## src/design/assert_macros.svh

```systemverilog
// Assertion helpers
`ifndef ASSERT_MACROS_SVH
`define ASSERT_MACROS_SVH

// Implication checked every clock, masked in reset
`define ASSERT_IMPL(lbl, clk, rst_n, a, c) \
    lbl: assert property (@(posedge clk) disable iff (!rst_n) (a) |-> (c)) \
        else $error("assertion failed");

// Next-cycle implication
`define ASSERT_NEXT(lbl, clk, rst_n, a, c) \
    lbl: assert property (@(posedge clk) disable iff (!rst_n) (a) |=> (c)) \
        else $error("assertion failed");

`endif

```

## src/design/cltl_mk_mem.sv

```systemverilog
module cltl_mk_mem #(
    parameter int unsigned DEPTH = 64,
    parameter int unsigned AW    = 6
) (
    input  logic          i_clk,
    input  logic          i_we,
    input  logic [AW-1:0] i_waddr,
    input  logic [31:0]   i_wdata,
    input  logic [AW-1:0] i_raddr,
    output logic [31:0]   o_rdata
);
    logic [31:0] r_mem [DEPTH];
    logic [31:0] r_rdata;

    always_ff @(posedge i_clk) begin
        if (i_we) begin
            r_mem[i_waddr] <= i_wdata;
        end
        r_rdata <= r_mem[i_raddr];
    end

    assign o_rdata = r_rdata;
endmodule

```

## config.mk

```make
export PLATFORM = sky130hd
export DESIGN_NAME = cltl_mk_mem
export DESIGN_NICKNAME = d
export VERILOG_FILES = /design/src/design/assert_macros.svh /design/src/design/cltl_mk_mem.sv
export SDC_FILE = /design/constraint.sdc
export NUM_CORES = 2
export LEC_CHECK = 0
export BUFFER_PORTS_ARGS = -buffer_cell sky130_fd_sc_hd__buf_4
export CORE_MARGIN = 2
export CORE_UTILIZATION = 63
export DETAILED_ROUTE_END_ITERATION = 10
export PLACE_DENSITY = 0.88
export SLEW_MARGIN = 5
export SYNTH_ARGS = -nofsm -noshare
export SYNTH_HDL_FRONTEND = slang
export SYNTH_SLANG_ARGS = --single-unit
```

## constraint.sdc

```tcl
create_clock -name i_clk -period 6.1 [get_ports i_clk]
set_clock_uncertainty 0.15 [all_clocks]
set_input_delay 0.61 -clock i_clk [delete_from_list [all_inputs] [get_ports i_clk]]
set_output_delay 0.61 -clock i_clk [all_outputs]
set_load 0.005 [all_outputs]
```

==> flow_summary_export.csv <==
group,metric,value,unit
run_status,status,"completed",
detailed_routing,firstDrtPassIters,8,
synthesis,syn_area,0.07852,mm²
critical_path,timing.rr.start,"r_mem[33][17]",
critical_path,r2r_cells,5,
synthesis,synth_top_flop_cell,"edfxtp_1",
pwr,p_total,29020,µW
placement,dp_hpwl,113.9,mm
detailed_routing,drc_errors,0,
layout,final_common_cell,"edfxtp_1",
floorplan,die_w,357.0,µm
synthesis,ys_async_sr_fraction,0,%
timing,worst_slew_pin_slew,1.361,ns
placement,io_buffers,77,
critical_path,end_kind,"register",
global_route,grt_max_degree,114,
layout,area_growth,11.54,%
synthesis,syn_area_per_cell,23.62,µm²
clocking,clk_pin_slew_worst_paths,0.07,ns
floorplan,dieArea,0.1275,mm²
critical_path,path_class,"input pin to register",
timing,finalMaxSlewViolations,0,
layout,final_cell_mix,"edfxtp_1, mux4_2, clkbuf_16, buf_4, mux2i_1",
floorplan,placement_rows,129,
timing,finalCritPeriodShare,57.97,%
detailed_routing,wl_per_cell,43.42,µm
placement,place_congestion,0.8182,
synthesis,synth_top_cell_area_share,78.33,%
clocking,clkLatencyLatePin,0.83,ns
synthesis,yosys_warnings,0,
timing,fmax,282.8,MHz
critical_path,arrival,4.06,ns
global_route,grtUsageTotal,37.00,%
timing,finalHoldViolCount,0,
critical_path,start_kind,"input pin",
global_route,antenna_found_initial,14,
clocking,clk_path_buf_depth,3,
synthesis,synth_area_leaders,"edfxtp_1, mux4_2, mux2i_1",
placement,dpl_cell_area,0.08167,mm²
global_route,overflow,0,
detailed_routing,via_count,41740,
floorplan,start_util,63.51,%
synthesis,netlist_instances,3324,
clocking,postCtsSetupRepairBufs,0,
synthesis,yosysTopAreaCell,"edfxtp_1",
pwr,leakagePower,0.02722,µW
critical_path,crit_fanout,70,
clocking,cts_tree,"built",
pwr,vdd_drop_max,332.8,µV
critical_path,r2r_slack,3.48,ns
floorplan,pin_count,78,
detailed_routing,final_antenna_net_count,0,
pwr,pwr_density_cell,331.4,mW/mm²
timing,tns,0,ns
floorplan,core,0.1236,mm²
detailed_routing,routed_wl,230.7,mm
synthesis,synth_seq_cells,2080,
clocking,ctsResizeCount,0,
timing,max-slew-margin-rel,8.751,%
floorplan,die_h,357.0,µm
worst_hold_path,min_path_type,"input pin to register",
critical_path,r2r_end,"o_rdata[17]",
synthesis,synth-seq-area-share,79.14,%
clocking,htree_levels,4,
layout,final_cell_area,0.08757,mm²
timing,setup_violations,0,
clocking,root_buffer,"clkbuf_16",
detailed_routing,drt_iter0_markers,8783,
placement,post-place-ws,1.874,ns
synthesis,synth-edff-count,2048,
detailed_routing,vias_per_cell,7.855,
global_route,grt_pass1_vias,41940,
clocking,cts_buffers,186,
layout,layout.nets,3562,
critical_path,cp-startpoint,"i_raddr[0]",
global_route,grt_first_pass_wirelength,321.0,mm
critical_path,worstPathRequired,6.62,ns
clocking,cts_num_sinks,2080,
clocking,postCtsHoldBufs,0,
timing,finalCriticalPeriod,3.536,ns
synthesis,yosysUniqueCellTypes,34,
timing,rsz0062_at_grt,"no",
timing,fin_ws,2.564,ns
layout,drive_above_1_share,28.89,%
job,cap_violations,0,
synthesis,syn_nets,3370,
critical_path,worstSetupEndpoint,"o_rdata[26]",
-- cell type report --
type,count,area [µm²]
Clock buffer,252,5161
Fill cell,6362,36060
Antenna cell,4,10.01
Sequential cell,2080,62140
Tap cell,1637,2048
Timing Repair Buffer,186,1506
Clock inverter,93,729.5
Multi-Input combinational cell,1062,15980
-- synthesized netlist by cell type, types with 3 or more instances --
library cell and instances:
nand3_1 5, a22oi_1 12, a41o_1 4, mux2i_1 93, dfxtp_1 32, nor2_1 137
nor2b_1 15, buf_2 57, nand2b_1 8, nand3b_1 5, a21oi_1 62, nor3_1 7
buf_1 21, or3b_2 3, mux4_2 544, or3_1 3, clkbuf_1 74, and3_1 4
edfxtp_1 2048, nand2_1 26, o32ai_1 4, buf_6 5, o22ai_1 84, buf_4 25
a311oi_1 8, o221ai_1 27
-- power by group --
part	switching, µW	total (µW)	internal (µW)
Combinational	936	1470	538
Clock	5280	11600	6350
Sequential	96.8	15900	15800
-- registers in the layout (all words and copies together), names as in the netlist --
signal and flops:
o_rdata 32, r_mem 2048
-- critical path: stages --
cell,delay [ns]
buf_8,0.61
buf_4,0.74
mux4_2,0.64
mux4_2,0.51
o22ai_1,0.64
nor2_1,0.11
-- how the worst min path moves through the flow --
stage	cells past startpoint	slack, ns	start	endpoint
floorplan	4	0.51	r_mem[12][17]	o_rdata[17]
global placement	4	0.57	r_mem[12][4]	o_rdata[4]
detailed placement	4	0.60	r_mem[28][4]	o_rdata[4]
CTS	1	0.15	i_wdata[19]	r_mem[18][19]
global route	2	0.18	i_waddr[1]	r_mem[48][16]
finish	1	0.19	i_wdata[15]	r_mem[11][15]
-- metrics by stage --
stage | std cells | hold WS [ns] | utilization, %
final | 5314 | 0.1902 | 70.83
after global routing | 5312 | 0.1814 | 70.83
after CTS | 5310 | 0.1514 | 70.82
after detailed placement | 4965 | 0.6041 | 66.05
after global placement | 4965 | 0.5717 | 66.05
after floorplan | 3324 | 0.5132 | -
-- layer usage --
metal | wire (µm) | part of all wire [%] | track usage, %
met4 | 16870 | 7.3 | 22.00
met3 | 33600 | 15 | 10.67
met2 | 110800 | 48 | 58.09
met1 | 69440 | 30 | 46.65
met5 | 72 | 0.031 | 0
-- logic make-up after synthesis --
family	count (synthesis)	synth area share (%)
DFF	2080	79.14
muxes	637	16.79
and+or+nand+nor	223	1.265
AOI/OAI and AO/OA	202	1.673
buffers and inverters	182	1.128
Note: power is estimated with default switching activity, not from simulation.
