### src/design/assert_macros.svh
// Assertion helpers
`ifndef ASSERT_MACROS_SVH
`define ASSERT_MACROS_SVH

// Implication checked every clock, masked in reset
`define ASSERT_IMPL(lbl, clk, rst_n, a, c) \
    lbl: assert property (@(posedge clk) disable iff (!rst_n) (a) |-> (c)) \
        else $error("assertion failed");

// Next-cycle implication
`define ASSERT_NEXT(lbl, clk, rst_n, a, c) \
    lbl: assert property (@(posedge clk) disable iff (!rst_n) (a) |=> (c)) \
        else $error("assertion failed");

`endif

### src/design/cltl_cut_mem.sv
module cltl_cut_mem #(
    parameter int unsigned DEPTH = 64,
    parameter int unsigned AW    = 6
) (
    input  logic          i_clk,
    input  logic          i_we,
    input  logic [AW-1:0] i_waddr,
    input  logic [64:0]   i_wdata,
    input  logic [AW-1:0] i_raddr,
    output logic [64:0]   o_rdata
);
    // {kind, end, start}; one write and one registered read per cycle
    logic [64:0] r_mem [DEPTH];
    logic [64:0] r_rdata;

    always_ff @(posedge i_clk) begin
        if (i_we) begin
            r_mem[i_waddr] <= i_wdata;
        end
        r_rdata <= r_mem[i_raddr];
    end

    assign o_rdata = r_rdata;
endmodule

### config.mk
export PLATFORM = sky130hd
export DESIGN_NAME = cltl_cut_mem
export DESIGN_NICKNAME = d
export VERILOG_FILES = /design/src/design/assert_macros.svh /design/src/design/cltl_cut_mem.sv
export SDC_FILE = /design/constraint.sdc
export NUM_CORES = 2
export LEC_CHECK = 0
export BUFFER_PORTS_ARGS = -buffer_cell sky130_fd_sc_hd__buf_2
export CAP_MARGIN = 30
export CORE_MARGIN = 2
export CORE_UTILIZATION = 60
export CTS_BUF_LIST = sky130_fd_sc_hd__clkbuf_4
export DETAILED_ROUTE_END_ITERATION = 16
export PLACE_DENSITY = 0.84
export SLEW_MARGIN = 25
export SYNTH_ARGS = -nofsm -noshare
export SYNTH_HDL_FRONTEND = slang
export SYNTH_MEMORY_MAX_BITS = 65536
export SYNTH_SLANG_ARGS = --single-unit
### constraint.sdc
create_clock -name i_clk -period 19.2 [get_ports i_clk]
set_input_delay 3.84 -clock i_clk [delete_from_list [all_inputs] [get_ports i_clk]]
set_output_delay 3.84 -clock i_clk [all_outputs]
set_load 0.05 [all_outputs]
==> results.md <==
- The cell repeated most along the worst path is sky130_fd_sc_hd__buf_4.
- The average footprint of a synthesized cell is 23.97 sq um.
- The number of hold buffers added after CTS was 0.
- The routability-driven placement congestion ratio is 0.8056.
- Once the floorplan was initialized, standard cells occupied 60.31% of the core.
- Clock-pin slew was measured on the worst setup and hold paths at 90 ps.
- The clock latency on the worst-skew pair is 1550 ps.
- Across the routed clock network, the largest skew measured is 122.5 ps.
- The first routing iteration left 19030 violations.
- The post-route minimum period is 7386 ps.
- The root buffer cell chosen for the clock tree is sky130_fd_sc_hd__clkbuf_4.
- The H-tree was split into 6 levels.
- The async set-reset flop share out of synthesis is 0%.
- The area of placed instances is 0.1641 sq mm.
- After synthesis the netlist holds a flip-flop and latch count of 4225.
- The height of the chip is 517.7 um.
- The die is 517.7 um wide.
- Leaving out fill and tap cells, the most frequent cells in the layout are 4160 x sky130_fd_sc_hd__edfxtp_1, 1413 x sky130_fd_sc_hd__clkbuf_4, 1040 x sky130_fd_sc_hd__mux4_2, 260 x sky130_fd_sc_hd__a22oi_1, 222 x sky130_fd_sc_hd__clkinv_1.
- For this design the static power due to leakage is 56.57 nW.
- The gate count of the mapped netlist is 6606.
- During I/O placement, the number of pins put on the boundary was 144.
- The routed wire length per instance is 42.10 um.
- The run finished with clean final reports.
- The largest delay contributor family on the critical path is buffers and inverters.
- In this run the core area contains 188 standard-cell rows.
- The core region is 0.2625 sq mm.
- Entering global routing, the biggest net connects 137 pins.
- When the netlist entered floorplanning its net count stood at 6685.
- The timing-limited maximum frequency is 135.4 MHz.
- Across all register-to-register paths, the minimum setup slack is 17120 ps.
- Measured against its own limit, the worst slew margin works out to 18.31%.
- Registers take 0.1262 sq mm.
- The timing startpoint of the critical path is i_raddr[0].
- Adding up every negative setup slack in the final design gives 0 ps.
- The worst register-to-register path begins at r_mem[14][50].
- The tool flagged a number of max-cap violations equal to 0.
- At the worst endpoint, the arrival time is 8730 ps.
- The total of endpoints with negative setup slack in the final report is 0.
- In the final layout, the share of cells above drive strength 1 is 36.27%.
- The overall track demand over capacity in global routing is 35.12%.
- The endpoint of the lowest-slack register-to-register path is o_rdata[50].
- The startpoint identified for the worst hold timing path is r_mem[39][4].
- Once detailed placement completed, the half-perimeter wirelength came to 237.0 mm.
- The first global-routing pass estimated 651.0 mm of wire.
- The combinational family with the most area after synthesis is multiplexers.
- The final hold violation count was 0.
- The count of non-filler cells in the finished layout is 11900.
- Counting tap cells, the placed design contains a total of 10100 instances.
- The residual overflow from global routing is 0.
- The most used flip-flop cell after synthesis is sky130_fd_sc_hd__edfxtp_1.
- In the final layout, the multi-input gates occupy 0.03078 sq mm.
- The number of fillers in the final layout is 14810.
- The setup path with the least slack is of type primary input to register.
- The worst setup path is captured at a register.
- The final period utilization is 38.47%.
- Traced cell by cell, the critical path runs through buf_12 > buf_4 > buf_16 > buf_4 > buf_4 > buf_4 > mux4_2 > a22oi_1 > nand3_1 > o211a_1.
- Summing the areas of all fa, ha and maj instances in the mapped netlist gives 0% of the synthesized area.
- Of the synthesized area, sequential elements account for 79.72%.
- The highest cell delay on the worst timing path is 720 ps.
- The longest clock path from root to sink contains 4 buffers.
- The post-synthesis to final-layout area growth is 12.19%.
- The synthesized netlist devotes 2.720% of its cell area to compound gates.
- The number of synthesized flops with an enable pin is 4160.
- The wire length after detailed routing is 501.1 mm.
- The worst hold path stage count is 4.
- Multiplexer cells account for 15.44% of the synthesized area.
- The number of pins exceeding their max-slew limit in the final report is 0.
- Data on the critical path is required at its endpoint by 20550 ps.
- The die covers 0.2680 sq mm.
- Once the clock tree was built, the resizer swapped 0 gates to a different size.
- The clock net in this run drives a total of 4225 sinks.
- The via count is 89440.
- In this run the power density over the cells is 104.1 mW/mm^2.
- Input and output buffers added on the ports amount to 143.
- STA classifies the critical path startpoint as a primary input.
- Together, buffers and inverters on the worst path number 6.
- The number of buffers created by CTS is 944.
- The initial antenna violation count is 49.
- The worst register-to-register path has a depth of 4.
- The number of global-route vias before repair is 86810.
- For the pin with the worst max-slew slack, the measured transition is 1225 ps.
- At the end of the flow, the number of nets in the layout was 7662.
- The end point of the worst hold path is o_rdata[4].
- The post-CTS setup repair buffer count is 0.
- The xor and xnor area share after synthesis is 0%.
- The mapped netlist covers 0.1583 sq mm.
- Counting distinct cell types in the post-synthesis netlist gives 27.
- The clock tree from TritonCTS is yes.
- The type of the most critical hold path is register to register.
- On the critical path, the stage with the largest delay is an instance of sky130_fd_sc_hd__buf_4.
- The peak supply drop is 0.07898 mV.
- For this run, the detailed router's first-pass iteration total came to 14.
- Once layout is done, the placed cells without fillers occupy 0.1776 sq mm.
- Setup repair after global routing left no endpoint under its margin.
- The detail route stage leaves a number of antenna-violating nets equal to 0.
- During synthesis, Yosys emitted a total of 0 warnings.
- The largest fanout on the critical path is 101.
- Leaving out fill and tap cells, the most frequent cell in the layout is sky130_fd_sc_hd__edfxtp_1.
- The simple-gate area share of the yosys netlist is 0.9112%.
- For this run, design rule violations remaining after detail routing come to 0.
- The via-per-instance ratio is 7.515.
synthesized netlist by cell type (3+ instances only):
| master | count | area share [%] |
|---|---|---|
| sky130_fd_sc_hd__or3_1 | 3 | 0.012 |
| sky130_fd_sc_hd__clkbuf_1 | 120 | 0.28 |
| sky130_fd_sc_hd__buf_2 | 186 | 0.59 |
| sky130_fd_sc_hd__nor2_1 | 112 | 0.27 |
| sky130_fd_sc_hd__a22oi_1 | 260 | 1.2 |
| sky130_fd_sc_hd__mux2i_1 | 103 | 0.65 |
| sky130_fd_sc_hd__buf_1 | 18 | 0.043 |
| sky130_fd_sc_hd__nand3_1 | 115 | 0.36 |
| sky130_fd_sc_hd__dfxtp_1 | 65 | 0.82 |
| sky130_fd_sc_hd__nand2_1 | 8 | 0.019 |
| sky130_fd_sc_hd__o211a_1 | 65 | 0.41 |
| sky130_fd_sc_hd__o22ai_1 | 130 | 0.51 |
| sky130_fd_sc_hd__and2_1 | 3 | 0.012 |
| sky130_fd_sc_hd__a211oi_1 | 65 | 0.31 |
| sky130_fd_sc_hd__buf_4 | 37 | 0.18 |
| sky130_fd_sc_hd__buf_6 | 16 | 0.11 |
| sky130_fd_sc_hd__nand3b_1 | 25 | 0.12 |
| sky130_fd_sc_hd__edfxtp_1 | 4160 | 79 |
| sky130_fd_sc_hd__mux4_2 | 1040 | 15 |
| sky130_fd_sc_hd__o221ai_1 | 46 | 0.25 |
| sky130_fd_sc_hd__or3b_2 | 4 | 0.022 |
| sky130_fd_sc_hd__nand2b_1 | 9 | 0.036 |
| sky130_fd_sc_hd__nor2b_1 | 9 | 0.036 |
cell type report:
cell class | count | area share [%]
multi-input cells | 2004 | 17.33
well taps | 3515 | 2.476
clock inverters | 306 | 0.9622
diodes | 31 | 0.04367
repair buffers | 408 | 2.162
clock buffers | 1413 | 5.972
flip-flops and latches | 4225 | 71.06
routing by layer:
layer	wire, um	vias to the layer above	GRT usage (%)	share of wire, %
met2	229200	11280	53.10	46
met1	141800	43980	44.04	28
met5	522	-	0	0.10
met3	84950	2810	11.22	17
met4	44590	48	23.52	8.9
li1	-	31320	-	-
state kept, by name, summed over array words and instances (netlist names):
register / flops
r_mem: 4160
o_rdata: 65
through the flow:
stage | total power, mW | hold WS, ps | util, % | setup slack [ps]
floorplan | 10.97 | 779.7 | - | 9854
global placement | 11.31 | 803.6 | 62.35 | 10200
detailed placement | 11.36 | 829.2 | 62.50 | 10130
CTS | 18.32 | 802.5 | 67.19 | 11610
global route | 18.89 | 822.3 | 67.65 | 11440
finish | 18.50 | 810.4 | 67.67 | 11810
worst max path at each step:
stage | to | slack, ps | cells after the start
final | o_rdata[22] | 11810 | 10
after global routing | o_rdata[27] | 11440 | 10
after CTS | o_rdata[27] | 11610 | 9
after detailed placement | o_rdata[27] | 10130 | 9
after global placement | o_rdata[22] | 10200 | 9
after floorplan | r_mem[48][0] | 9850 | 4
report_power, final:
| part | total (mW) | leakage, nW | switching (mW) | internal [mW] |
|---|---|---|---|---|
| clock network | 7.27 | 7.30 | 3.73 | 3.54 |
| registers | 10.3 | 38.0 | 0.0559 | 10.2 |
| logic | 0.972 | 11.3 | 0.642 | 0.330 |
| total | 18.5 | 56.6 | 4.42 | 14.1 |
cell families (layout without fill, tap and decap cells):
logic type,count (synthesis),after routing
other,0,31
AO/OA/AOI/OAI,566,566
AND/OR/NAND/NOR,295,295
flip-flops,4225,4225
buffers and inverters,377,2127
multiplexers,1143,1143
worst reg2reg max path: stages, from the launching register on:
cell                       delay [ps]
sky130_fd_sc_hd__edfxtp_1         450
sky130_fd_sc_hd__mux4_2           570
sky130_fd_sc_hd__a22oi_1          240
sky130_fd_sc_hd__nand3_1          300
sky130_fd_sc_hd__o211a_1          280
No activity file was read; power rests on OpenSTA's default activity.
